===== src/hw/rtl/gblur3_pkg.sv =====
// Shared types and constants of the 3x3 grayscale blur core.
// No dependencies; imported by every module of the block.
package gblur3_pkg;

	localparam int unsigned FRAME_SIZE = 256;
	localparam int unsigned COL_W = $clog2(FRAME_SIZE);
	localparam int unsigned ROW_W = $clog2(FRAME_SIZE + 2);
	localparam int unsigned PIX_W = 8;

	// Largest weighted sum is 16 * 255, which fits in 12 bits.
	localparam int unsigned SUM_W = 12;

	// Division by nine: floor(sum / 9) == (sum * RECIP9) >> RECIP_SHIFT for every sum below 2**15.
	localparam int unsigned RECIP_SHIFT = 16;
	localparam int unsigned RECIP_W = 13;
	localparam logic [RECIP_W-1:0] RECIP9 = RECIP_W'(((1 << RECIP_SHIFT) + 8) / 9);
	localparam int unsigned PROD_W = SUM_W + RECIP_W;
	localparam int unsigned QUO_W = PROD_W - RECIP_SHIFT;
	localparam logic [PIX_W-1:0] PIX_MAX = '1;

	localparam logic [COL_W-1:0] COL_LAST = COL_W'(FRAME_SIZE - 1);
	localparam logic [ROW_W-1:0] ROW_BOT_LAST = ROW_W'(FRAME_SIZE - 1);
	localparam logic [ROW_W-1:0] ROW_BOT_WRAP = ROW_W'(FRAME_SIZE);
	localparam logic [ROW_W-1:0] ROW_END = ROW_W'(FRAME_SIZE + 1);

	localparam logic [2:0] KERNEL_W [3][3] = '{
		'{3'd1, 3'd2, 3'd1},
		'{3'd2, 3'd4, 3'd2},
		'{3'd1, 3'd2, 3'd1}
	};

	typedef enum logic {
		ACT_PIXEL = 1'b0,
		ACT_FLUSH = 1'b1
	} action_t;

	typedef struct packed {
		action_t action;
		logic [PIX_W-1:0] pixel;
	} pix_t;

	typedef struct packed {
		logic [PIX_W-1:0] blurred_pixel;
		logic frame_last;
	} blur_t;

	typedef struct packed {
		logic [PIX_W-1:0] older;
		logic [PIX_W-1:0] newer;
	} line_entry_t;

	// New right-hand column of the window, top row first.
	typedef struct packed {
		logic [PIX_W-1:0] top;
		logic [PIX_W-1:0] mid;
		logic [PIX_W-1:0] bot;
	} win_col_t;

	typedef struct packed {
		logic top_ok;
		logic bot_ok;
		logic lft_ok;
		logic rgt_ok;
	} edge_mask_t;

endpackage


===== src/hw/rtl/gblur3_line_mem.sv =====
// Line buffer memory: both previous lines of a column in one entry.
// Depends on gblur3_pkg; one read and one write port, registered read data.
module gblur3_line_mem
	import gblur3_pkg::*;
(
	input  logic clk,
	input  logic rd_en,
	input  logic [COL_W-1:0] rd_addr,
	output line_entry_t rd_data,
	input  logic wr_en,
	input  logic [COL_W-1:0] wr_addr,
	input  line_entry_t wr_data
);

	line_entry_t mem [FRAME_SIZE];
	line_entry_t rd_data_q;

	always_ff @(posedge clk) begin
		if (wr_en) begin
			mem[wr_addr] <= wr_data;
		end
	end

	always_ff @(posedge clk) begin
		if (rd_en) begin
			rd_data_q <= mem[rd_addr];
		end
	end

	assign rd_data = rd_data_q;

endmodule


===== src/hw/rtl/gblur3_window.sv =====
// 3x3 neighborhood register and masked weighted sum.
// Depends on gblur3_pkg; the sum is registered as it leaves the window.
module gblur3_window
	import gblur3_pkg::*;
(
	input  logic clk,
	input  logic arst_n,
	input  logic shift_en,
	input  win_col_t col_in,
	input  edge_mask_t mask,
	output logic [SUM_W-1:0] sum_s2
);

	logic [PIX_W-1:0] win_q [3][3];
	logic [PIX_W-1:0] win_nxt [3][3];
	logic [SUM_W-1:0] sum_nxt;
	logic [SUM_W-1:0] sum_q;
	logic row_ok [3];
	logic col_ok [3];

	always_comb begin
		for (int k = 0; k < 3; k++) begin
			win_nxt[k][0] = win_q[k][1];
			win_nxt[k][1] = win_q[k][2];
		end
		win_nxt[0][2] = col_in.top;
		win_nxt[1][2] = col_in.mid;
		win_nxt[2][2] = col_in.bot;
	end

	always_comb begin
		row_ok[0] = mask.top_ok;
		row_ok[1] = 1'b1;
		row_ok[2] = mask.bot_ok;
		col_ok[0] = mask.lft_ok;
		col_ok[1] = 1'b1;
		col_ok[2] = mask.rgt_ok;
	end

	// Masked taps are selected away, so unwritten line entries never reach the sum.
	always_comb begin
		sum_nxt = '0;
		for (int k = 0; k < 3; k++) begin
			for (int m = 0; m < 3; m++) begin
				if (row_ok[k] && col_ok[m]) begin
					sum_nxt = sum_nxt + SUM_W'(KERNEL_W[k][m]) * SUM_W'(win_nxt[k][m]);
				end
			end
		end
	end

	always_ff @(posedge clk or negedge arst_n) begin
		if (!arst_n) begin
			for (int k = 0; k < 3; k++) begin
				for (int m = 0; m < 3; m++) begin
					win_q[k][m] <= '0;
				end
			end
		end else if (shift_en) begin
			win_q <= win_nxt;
		end
	end

	always_ff @(posedge clk) begin
		if (shift_en) begin
			sum_q <= sum_nxt;
		end
	end

	assign sum_s2 = sum_q;

endmodule


===== src/hw/rtl/gblur3_div9.sv =====
// Divide-by-nine unit: reciprocal multiply, registered product, then shift and saturate.
// Depends on gblur3_pkg.
module gblur3_div9
	import gblur3_pkg::*;
(
	input  logic clk,
	input  logic load,
	input  logic [SUM_W-1:0] sum,
	output logic [PIX_W-1:0] quotient
);

	logic [PROD_W-1:0] product_s3;
	logic [QUO_W-1:0] quo_full;

	always_ff @(posedge clk) begin
		if (load) begin
			product_s3 <= PROD_W'(sum) * PROD_W'(RECIP9);
		end
	end

	assign quo_full = product_s3[PROD_W-1:RECIP_SHIFT];
	assign quotient = (quo_full > QUO_W'(PIX_MAX)) ? PIX_MAX : quo_full[PIX_W-1:0];

endmodule


===== src/hw/rtl/gaussian_blur_3x3_gray_core.sv =====
// 3x3 blur of a square grayscale frame (kernel 1-2-1/2-4-2/1-2-1, sum divided by nine,
// saturated at 255, neighbors outside the frame taken as zero). Pixels enter in raster
// order, one beat per clock when both sides flow; a result beat appears FRAME_SIZE+1 input
// beats after its pixel and then passes s1, s2, s3 and the output register, so FRAME_SIZE+1
// flush beats must follow the last pixel of a frame. The rate is set by the line memory, read
// at accept and written back when s1 fires; this keeps one beat per clock while both sides flow.
// Depends on gblur3_pkg, gblur3_line_mem, gblur3_window and gblur3_div9.
module gaussian_blur_3x3_gray_core
	import gblur3_pkg::*;
(
	input  logic clk,
	input  logic arst_n,
	input  logic pix_valid,
	output logic pix_ready,
	input  pix_t pix,
	output logic blur_valid,
	input  logic blur_ready,
	output blur_t blur
);

	logic [COL_W-1:0] col_q;
	logic [ROW_W-1:0] row_q;
	logic accept;
	logic col_is0;
	logic emit;
	logic last;
	edge_mask_t mask;

	logic valid_s1;
	logic emit_s1;
	logic last_s1;
	edge_mask_t mask_s1;
	logic [COL_W-1:0] col_s1;
	logic [PIX_W-1:0] val_s1;
	line_entry_t rd_data;

	logic valid_s2;
	logic last_s2;
	logic [SUM_W-1:0] sum_s2;
	logic valid_s3;
	logic last_s3;
	logic [PIX_W-1:0] quotient;
	logic out_valid_q;
	blur_t blur_q;

	logic rdy_out;
	logic rdy_s3;
	logic rdy_s2;
	logic rdy_s1;
	logic s1_fire;
	logic s2_fire;
	logic s3_fire;
	win_col_t col_in;
	line_entry_t wr_data;

	assign rdy_out = !out_valid_q || blur_ready;
	assign rdy_s3 = !valid_s3 || rdy_out;
	assign rdy_s2 = !valid_s2 || rdy_s3;
	assign rdy_s1 = !valid_s1 || rdy_s2;
	assign pix_ready = rdy_s1;
	assign accept = pix_valid && pix_ready;
	assign s1_fire = valid_s1 && rdy_s2;
	assign s2_fire = valid_s2 && rdy_s3;
	assign s3_fire = valid_s3 && rdy_out;

	// Position of the output pixel trails the input position by one row and one column.
	always_comb begin
		col_is0 = (col_q == '0);
		emit = (row_q >= ROW_W'(2)) || ((row_q == ROW_W'(1)) && !col_is0);
		last = (row_q >= ROW_END);
		if (!col_is0) begin
			mask.top_ok = (row_q >= ROW_W'(2));
			mask.bot_ok = (row_q <= ROW_BOT_LAST);
			mask.lft_ok = (col_q >= COL_W'(2));
			mask.rgt_ok = 1'b1;
		end else begin
			mask.top_ok = (row_q >= ROW_W'(3));
			mask.bot_ok = (row_q <= ROW_BOT_WRAP);
			mask.lft_ok = 1'b1;
			mask.rgt_ok = 1'b0;
		end
	end

	always_ff @(posedge clk or negedge arst_n) begin
		if (!arst_n) begin
			col_q <= '0;
			row_q <= '0;
		end else if (accept) begin
			if (last) begin
				col_q <= '0;
				row_q <= '0;
			end else if (col_q == COL_LAST) begin
				col_q <= '0;
				row_q <= row_q + ROW_W'(1);
			end else begin
				col_q <= col_q + COL_W'(1);
			end
		end
	end

	always_ff @(posedge clk or negedge arst_n) begin
		if (!arst_n) begin
			valid_s1 <= 1'b0;
			valid_s2 <= 1'b0;
			valid_s3 <= 1'b0;
			out_valid_q <= 1'b0;
		end else begin
			if (rdy_s1) begin
				valid_s1 <= accept;
			end
			if (rdy_s2) begin
				valid_s2 <= s1_fire && emit_s1;
			end
			if (rdy_s3) begin
				valid_s3 <= s2_fire;
			end
			if (rdy_out) begin
				out_valid_q <= s3_fire;
			end
		end
	end

	always_ff @(posedge clk) begin
		if (accept) begin
			emit_s1 <= emit;
			last_s1 <= last;
			mask_s1 <= mask;
			col_s1 <= col_q;
			val_s1 <= (pix.action == ACT_FLUSH) ? '0 : pix.pixel;
		end
		if (s1_fire) begin
			last_s2 <= last_s1;
		end
		if (s2_fire) begin
			last_s3 <= last_s2;
		end
		if (s3_fire) begin
			blur_q.blurred_pixel <= quotient;
			blur_q.frame_last <= last_s3;
		end
	end

	// The same column comes back only FRAME_SIZE beats later, long after its write-back.
	assign wr_data.older = rd_data.newer;
	assign wr_data.newer = val_s1;

	gblur3_line_mem u_line_mem (
		.clk     (clk),
		.rd_en   (accept),
		.rd_addr (col_q),
		.rd_data (rd_data),
		.wr_en   (s1_fire),
		.wr_addr (col_s1),
		.wr_data (wr_data)
	);

	assign col_in.top = rd_data.older;
	assign col_in.mid = rd_data.newer;
	assign col_in.bot = val_s1;

	gblur3_window u_window (
		.clk      (clk),
		.arst_n   (arst_n),
		.shift_en (s1_fire),
		.col_in   (col_in),
		.mask     (mask_s1),
		.sum_s2   (sum_s2)
	);

	gblur3_div9 u_div9 (
		.clk      (clk),
		.load     (s2_fire),
		.sum      (sum_s2),
		.quotient (quotient)
	);

	assign blur_valid = out_valid_q;
	assign blur = blur_q;

	a_col_range: assert property (@(posedge clk) disable iff (!arst_n)
		col_q <= COL_LAST)
		else $error("column counter beyond frame width");

	a_end_at_col0: assert property (@(posedge clk) disable iff (!arst_n)
		row_q == ROW_END |-> col_q == '0)
		else $error("drain end reached away from column zero");

	a_wrap_after_last: assert property (@(posedge clk) disable iff (!arst_n)
		accept && last |=> col_q == '0 && row_q == '0)
		else $error("counters did not wrap after the last beat");

	a_no_accept_on_stall: assert property (@(posedge clk) disable iff (!arst_n)
		valid_s1 && !rdy_s2 |-> !pix_ready)
		else $error("beat accepted while the first stage is stalled");

endmodule


===== config.mk =====
export PLATFORM = sky130hd
export DESIGN_NAME = gaussian_blur_3x3_gray_core
export DESIGN_NICKNAME = d
export VERILOG_FILES = /design/src/hw/rtl/gblur3_pkg.sv /design/src/hw/rtl/gblur3_line_mem.sv /design/src/hw/rtl/gblur3_window.sv /design/src/hw/rtl/gblur3_div9.sv /design/src/hw/rtl/gaussian_blur_3x3_gray_core.sv
export SDC_FILE = /design/constraint.sdc
export NUM_CORES = 2
export LEC_CHECK = 0
export ABC_AREA = 1
export ABC_CLOCK_PERIOD_IN_PS = 12700
export BUFFER_PORTS_ARGS = -buffer_cell sky130_fd_sc_hd__buf_2
export CORE_MARGIN = 8
export CORE_UTILIZATION = 60
export CTS_BUF_LIST = sky130_fd_sc_hd__clkbuf_16
export CTS_CLUSTER_DIAMETER = 150
export DETAILED_ROUTE_END_ITERATION = 6
export GPL_ROUTABILITY_DRIVEN = 0
export PLACE_DENSITY_LB_ADDON = 0.08
export SETUP_SLACK_MARGIN = 0.02
export SYNTH_ARGS = -nofsm -noshare
export SYNTH_HDL_FRONTEND = slang
export SYNTH_SLANG_ARGS = --single-unit

===== constraint.sdc =====
create_clock -name clk -period 12.7 [get_ports clk]
set_input_delay 1.27 -clock clk [delete_from_list [all_inputs] [get_ports clk]]
set_output_delay 1.27 -clock clk [all_outputs]
set_load 0.02 [all_outputs]

==> summary.md <==
| Metric | Value |
|---|---|
| Drt wl/cell | ~30 um |
| Vias | ~110k |
| Critical-path top delay cell | edfxtp_1 |
| All-layer global routing usage | a little under a third |
| Max Cap Viol | 0 |
| CTS Buf Count | about 420 |
| Worst Setup Start Kind | register |
| Final nets | around 13000 |
| Fillers | approximately 20000 |
| Reg area | roughly 130000 um^2 |
| Initial antenna violation count | 19 |
| NetSw | around 20 mW |
| Chip width | about 550 um |
| Mapped Nets | ~13000 |
| Critical Path AT | 9890 ps |
| Failing checks | design-rule violations |
| Area of the multi-input gates | ~38000 um^2 |
| # resized after CTS | 0 |
| R2r worst-path depth | 46 |
| Fraction of registers with async set/reset | under 10% |
| Worst-path fanout max | 10 |
| Htree depth | 5 |
| CP Class | register to register |
| Reg power frac | about 34% |
| Layout Skew | 71.7 ps |
| Drt drc | 1 |
| Port Buf Inserts | 23 |
| Max Freq | about 110 MHz |
| Req. time, crit path | roughly 13000 ps |
| Grt ovf | 0 |
| Detailed-route wire length | 489000 um |
| Slew margin rel. | ~13% |
| Pre-CTS setup slack | 3640 ps |
| Status | finished, violations left |
| Cell Area, Synth | around 170000 um^2 |
| Initial Utilization | 60.1% |
| Synth cell types | 65 |
| Register area share after synthesis | between 70% and 80% |
| Clock root buffer | clkbuf_16 |
| Hold crit path type | input pin to asynchronous set/reset pin |
| Share of cells above drive strength 1 | around 9% |
| Fin crit share | between 70 and 80% |
| Synthesized flop and latch total | approximately 4200 |
| Top Ports | 24 |
| Final HPWL DP | about 270000 um |
| First-pass GRT wire length | about 710000 um |
| Worst flop-to-flop path startpoint | mask_s1[1]$_SDFFCE_PP1P_ |
| CTS tree | built |
| CTS Buffer Depth | 4 |
| Switching Fraction | roughly two fifths |
| Die height | roughly 550 um |
| Final WS setup | about 3500 ps |
| Int Power | roughly 30 mW |
| Area growth, synth to finish | 11.1% |
| Reg clk slew, reported paths | about 60 ps |
| Synth warn | 0 |
| Post-synth EDFFs | 4166 |
| # rows | 195 |
| Most frequent cells in the layout | 4166 x edfxtp_1, 2275 x nor2_1, 1991 x o21ai_0 |
| CORE AREA | around 280000 um^2 |
| Drt initial violations | 16400 |
| Main flop type after synthesis | edfxtp_1 |
| 1st-pass router iterations | 7 |
| Vias in the first global route | 103000 |
| Most common cell after layout, fill and taps aside | edfxtp_1 |
| DR vias/cell | approximately 6.6 |
| CP Capture Type | register |
| Final setup TNS | 0 ps |
| Gate power share | 41.3% |
| Cell mode on critical path | nand2_1 |
| Maximum vdd drop | roughly 420 uV |
| Mean post-synth cell area | 13.4 um^2 |
| Worst skew pair latency | approximately 990 ps |
| Clk sinks | about 4200 |
| Part of the power in the clock network | 24.4% |
| RSZ-0062 raised after global routing | no |
| Die footprint | between 200000 and 300000 um^2 |
| Slew Viols, Final | 0 |
| Final setup viols | 0 |
| Longest individual stage delay on the worst path | between 600 and 700 ps |
| Post-DRT Antenna Nets | 0 |
| Worst-Margin Slew | 1300 ps |
| Largest net degree at the start of global routing | 195 |
| Fin. Hold Viols | 0 |
| PD cells | 269 nW/um^2 |
| Post-CTS Setup Inserts | 0 |
| Static Leakage | just over 60 nW |
| CTS Hold Buffers Added | 0 |
| Critical Path Start | mask_s1[1]$_SDFFCE_PP1P_ |
| Min cycle time layout | around 9200 ps |
| Gate Count Post-Synth | between 10000 and 15000 |
[cell usage after synthesis (all sizes together), types with 2 or more instances]
library cell	count	area (um^2)
o31ai	10	80.1
nand3	56	305
o22ai	987	6170
buf	209	1090
nor3	25	135
a31oi	5	31.3
xnor2	18	158
a211oi	3	22.5
nand3b	3	22.5
o21ai	2016	10100
nand2	927	3520
a22oi	12	90.1
a41oi	86	753
a2111oi	5	43.8
nor4	19	119
nor3b	2	15.0
a21oi	142	737
a221oi	116	1020
o21bai	7	60.1
clkbuf	643	2410
o221ai	89	780
fa	38	761
clkinv	4	15.0
a21o	4	30.0
a22o	41	359
mux2	2	22.5
and2	2	12.5
mux2i	142	1420
or2	13	81.3
inv	225	847
edfxtp	4166	125000
nand4	57	363
o2111ai	4	35.0
o21a	2	15.0
xor2	27	236
o32ai	2	17.5
nor2	2283	8580
ha	138	1730
dfrtp	69	1730
[final cells by class]
class                   instances  area share (%)
repair buffers                462            1.99
clock buffers                 429            5.71
multi-input cells            7290            20.2
well taps                    3743            2.49
clock inverters               350            1.58
flip-flops and latches       4235            67.5
inverters                     229           0.479
diodes                         17          0.0226
[state kept, by name, summed over array words and instances, names as in the netlist, 4 cells and up]
register and cells:
col_s1 8, blur 9, mask_s1 4, col_q 8, val_s1 8, row_q 9
u_line_mem.mem 4096, u_window.sum_s2 12, u_line_mem.rd_data 16, u_div9.product_s3 9, u_window.win_nxt 48
[logic make-up after synthesis]
group / count (synthesis) / share of synthesized area [%]
adders and majority gates: 176 / 1.47
DFF: 4235 / 75.0
AOI/OAI and AO/OA: 3537 / 12.1
and+or+nand+nor: 3388 / 7.78
buffers and inverters: 1081 / 2.58
xor gates and xnor gates: 45 / 0.233
muxes: 144 / 0.854
[power by group through the flow]
stage | logic [mW] | clock network, mW | registers, mW
2_1_floorplan | 13.3 | 0 | 18.3
3_3_place_gp | 20.0 | 0 | 17.6
3_5_place_dp | 20.5 | 0 | 17.6
4_1_cts | 20.6 | 12.4 | 17.3
5_1_grt | 22.8 | 13.0 | 17.3
6_report | 20.9 | 12.3 | 17.3
[routing by layer]
layer	track usage (%)	vias up	part of all wire [%]
li1	-	47400	-
met1	45.2	55600	39
met2	48.5	6822	46
met3	6.19	949	11
met4	12.7	16	4.3
met5	0	-	0.025
[worst max-delay path, delay by kind of cell (launching register included)]
family	cells	cell delay [ps]
adder cells (fa/ha/maj)	9	3070
AO/OA/AOI/OAI	11	2420
AND/OR/NAND/NOR	16	1770
flip-flops	1	620
buffers and inverters	7	530
XOR/XNOR	3	520
[stage by stage]
step	hold WS, ps	power, mW	std cells	util, %	cell area [um^2]
after CTS	266	50.4	16700	66.8	188000
after floorplan	400	31.5	12600	-	169000
after detailed placement	416	38.1	16000	61.9	174000
after global placement	407	37.6	16000	61.9	174000
final	314	50.5	16800	66.8	188000
after global routing	317	53.1	16700	66.8	188000
[path summary, 6_finish.rpt]
check	end	slack [ps]
setup / recovery	u_window.sum_s2[11]$_DFFE_PP_	3520
hold / removal	valid_s1$_DFFE_PN0N_	310
setup reg to reg	u_window.sum_s2[11]$_DFFE_PP_	3520
hold reg to reg	blur[0]$_DFFE_PP_	430
max in group asynchronous	u_window.win_nxt[39]$_DFFE_PN0P_	11360
min in group clk	blur[0]$_DFFE_PP_	430
No activity file was read; power rests on OpenSTA's default activity.
